===== src/hdl/lhs_pkg.sv =====
// Package with widths, binning constants and stream layout of the lifetime statistics block.
package lhs_pkg;

  localparam int LT_W         = 27;
  localparam int CNT_W        = 32;
  localparam int SUM_W        = 64;
  localparam int SQ_W         = 2 * LT_W;
  localparam int BIN_IDX_W    = 12;

  localparam int HIST_BINS    = 4096;
  localparam int BIN_WIDTH_US = 1000;
  localparam int BIN_W        = $clog2(HIST_BINS);

  // lifetimes at or above this value land in the last (overflow) bin
  localparam longint unsigned CLAMP_LT =
    longint'(HIST_BINS - 1) * longint'(BIN_WIDTH_US);
  localparam int CLAMP_LOG = $clog2(CLAMP_LT);
  localparam int DIV_N     = (CLAMP_LOG > LT_W) ? LT_W : ((CLAMP_LOG < 1) ? 1 : CLAMP_LOG);
  localparam int DIV_SHIFT = DIV_N + $clog2(BIN_WIDTH_US);
  localparam longint unsigned RECIP =
    ((64'd1 << DIV_SHIFT) + longint'(BIN_WIDTH_US) - 64'd1) / longint'(BIN_WIDTH_US);
  localparam int RECIP_W   = DIV_N + 1;
  localparam int PROD_W    = DIV_N + RECIP_W + BIN_W;

  // input stream layout
  localparam int IN_TDATA_W = ((LT_W + 7) / 8) * 8;

  // output stream layout
  localparam int OUT_CNT_LSB    = 0;
  localparam int OUT_SUM_LSB    = OUT_CNT_LSB + CNT_W;
  localparam int OUT_SQ_LSB     = OUT_SUM_LSB + SUM_W;
  localparam int OUT_MIN_LSB    = OUT_SQ_LSB + SUM_W;
  localparam int OUT_MAX_LSB    = OUT_MIN_LSB + LT_W;
  localparam int OUT_BIN_LSB    = OUT_MAX_LSB + LT_W;
  localparam int OUT_BCNT_LSB   = OUT_BIN_LSB + BIN_IDX_W;
  localparam int OUT_FIELDS_W   = OUT_BCNT_LSB + CNT_W;
  localparam int OUT_TDATA_W    = ((OUT_FIELDS_W + 7) / 8) * 8;

endpackage


===== src/hdl/lhs_binner.sv =====
// Histogram bin selection: lifetime divided by the bin width, clamped into the last bin.
module lhs_binner
  import lhs_pkg::*;
(
  input  logic [LT_W-1:0]  lifetime,
  output logic [BIN_W-1:0] bin
);

  logic                clamp;
  logic [PROD_W-1:0]   prod;
  logic [PROD_W-1:0]   quot;

  assign clamp = 64'(lifetime) >= CLAMP_LT;
  assign prod  = PROD_W'(lifetime[DIV_N-1:0]) * PROD_W'(RECIP_W'(RECIP));
  assign quot  = prod >> DIV_SHIFT;
  assign bin   = clamp ? BIN_W'(HIST_BINS - 1) : quot[BIN_W-1:0];

endmodule


===== config.mk =====
export PLATFORM = sky130hd
export DESIGN_NAME = lhs_binner
export DESIGN_NICKNAME = d
export VERILOG_FILES = /design/src/hdl/lhs_pkg.sv /design/src/hdl/lhs_binner.sv
export SDC_FILE = /design/constraint.sdc
export NUM_CORES = 1
export LEC_CHECK = 0
export ABC_AREA = 1
export BUFFER_PORTS_ARGS = -buffer_cell sky130_fd_sc_hd__buf_4
export CAP_MARGIN = 20
export CORE_AREA = 4 4 151 153
export DETAILED_ROUTE_END_ITERATION = 8
export DIE_AREA = 0 0 155 157
export GPL_TIMING_DRIVEN = 0
export PLACE_DENSITY = 0.61
export SETUP_SLACK_MARGIN = 0.05
export SLEW_MARGIN = 20
export SYNTH_ARGS = -nofsm -noshare
export SYNTH_HDL_FRONTEND = slang
export SYNTH_SLANG_ARGS = --single-unit
export TNS_END_PERCENT = 5

===== constraint.sdc =====
create_clock -name vclk -period 8.65
set_clock_uncertainty 0.2 [all_clocks]
set_input_delay 0 -clock vclk [all_inputs]
set_output_delay 0 -clock vclk [all_outputs]
set_load 0.02 [all_outputs]

==> impl_metrics.ini <==
[clock_tree]
post_cts_buffers = 0
cts-resized-gates = 0
cts_hold_buf = 0

[sta]
hold_ws_ns = 0.292
rsz0062_at_grt = false
worst_pin_slew_ns = 0.390
period_needed_ns = 5.41
fin_crit_sh = 0.626
tns_ns = 0
finalHoldViolCount = 0
finalSetupViolCount = 0
fmax_mhz = 185
relSlewSlack = 0.739
slew_violations = 0

[floorplanning]
io_pins = 39
dieArea_mm2 = 0.0243
start_util = 0.342
core_area_mm2 = 0.0216
die_w_um = 155
die_y_um = 157
num_rows = 54

[layout]
clkbuf_count = 0
final_nets = 1396
area_growth_pct = 8.71
drive_gt1_frac = 0.0520
antenna_cells = 0
multi_input_area_mm2 = 0.00615
seq_area_um2 = 0
nFillCells = 2267
seq_cells = 0

[setup_path]
crit_type = input port to primary output
critical_path.startpoint_type = input port
crit_required_ns = 8.45
crit_fanout = 6
cp-end-kind = primary output
worst_ep_arrival_time_ns = 5.21

[synth]
yosys.area.top_type_share = 0.327
ys.warnings.count = 0
syn_nets = 1355
synth.distinct_cells = 22
yosysMostFrequentCell = inv_1
synth_top_cells_by_area = ha_1, fa_1, inv_1, nand2_1, nor2_1
syn_area_per_cell_um2 = 7.11
synth_top_cells_by_count = inv_1, nand2_1, ha_1
yosysTopAreaCell = ha_1
netlist_area_mm2 = 0.00738
syn_inst = 1038
seq_area_frac_synth = 0

[placement]
dp_hpwl_um = 17900
numPortBuffers = 39
routabilityCongestion = 0.929

[global_routing]
grt_max_degree = 11
grt_pass1_wl_um = 32700
antenna_found_initial = 0
grt-ovfl-total = 0
grt.total_usage = 0.168
grt_pass1_vias = 6525

[detailed_routing]
first_iter_violations = 324
avgViaCountPerCell = 4.59
drc = 0
dr_total_vias = 6230
wirelength_um = 19500
wl_per_cell_um = 14.3
ant_nets = 0
drtPass1Iterations = 5

[power]
ir_worst_vdd_uv = 198
powerDensity_mw_per_mm2 = 346
leakage_nw = 4.97

[flow_run]
drv_cap = 0

[outcome]
status = finished, final reports clean

[min_path]
hold_path_depth = 4
hold_path_class = input port to primary output
-- where the power goes --
group          internal (mW)  switching (mW)
combinational          0.978            1.80
sequential                 0               0
clock                      0               0
total                  0.978            1.80
-- final timing paths --
kind	start	slack, ns	endpoint
worst min-delay path	lifetime[21]	0.29	bin[11]
worst max-delay path	lifetime[6]	3.24	bin[0]
-- placed cells by master, fill, tap and decap left out --
cell type	instances
inv_2	3
ha_1	193
o21ai_0	5
nor2_1	65
nand2_1	245
a21o_1	3
o21ai_1	1
a311oi_1	1
nand3_2	1
nor4_1	2
nand4_1	8
nor2_2	7
nor3_2	2
nand3_1	34
a21oi_1	29
buf_4	40
a21boi_2	1
inv_1	323
nand2_2	2
o21bai_1	7
nor3_1	8
fa_1	97
-- routing by layer --
metal	GRT usage	part of all wire	vias to the layer above	wire, um
met1	0.231	0.47	2923	9110
li1	-	-	3174	-
met3	0.0129	0.045	10	873
met5	0	0	-	0
met2	0.303	0.48	123	9330
met4	0.0126	0.0081	0	158
-- area by class of cell --
type | instances | area share
Multi-Input combinational cell | 711 | 0.766
Buffer | 1 | 0.000936
Inverter | 326 | 0.153
Timing Repair Buffer | 39 | 0.0365
Tap cell | 280 | 0.0437
-- critical path, cell delays in order --
cell and delay (ns):
buf_4 0.15, inv_1 0.13, ha_1 0.32, ha_1 0.27
fa_1 0.55, inv_1 0.05, fa_1 0.48, inv_1 0.06
fa_1 0.52, fa_1 0.55, inv_1 0.05, fa_1 0.50
inv_1 0.04, ha_1 0.31, nand2_1 0.09, inv_1 0.08
nand2_1 0.11, nor3_2 0.29, nand2_1 0.08, o21bai_1 0.18
nand3_1 0.11, nand3_1 0.12, buf_4 0.18
-- logic make-up (layout without fill, tap and decap cells) --
logic type / count (synthesis) / after routing / share of synthesized area
simple gates: 374 / 374 / 0.206
compound gates: 47 / 47 / 0.0366
fa+ha+maj: 290 / 290 / 0.590
buf+inv: 327 / 366 / 0.167
-- through the flow --
step	instances	area, um2	utilization	setup slack [ns]	power [mW]
3_3_place_gp	1357	8020	0.372	3.27	2.80
5_1_grt	1357	8020	0.372	2.95	3.27
2_1_floorplan	1038	7380	-	3.96	2.07
4_1_cts	1357	8020	0.372	3.23	2.82
3_5_place_dp	1357	8020	0.372	3.24	2.79
6_report	1357	8020	0.372	3.24	2.78
Note: power is estimated with default switching activity, not from simulation.
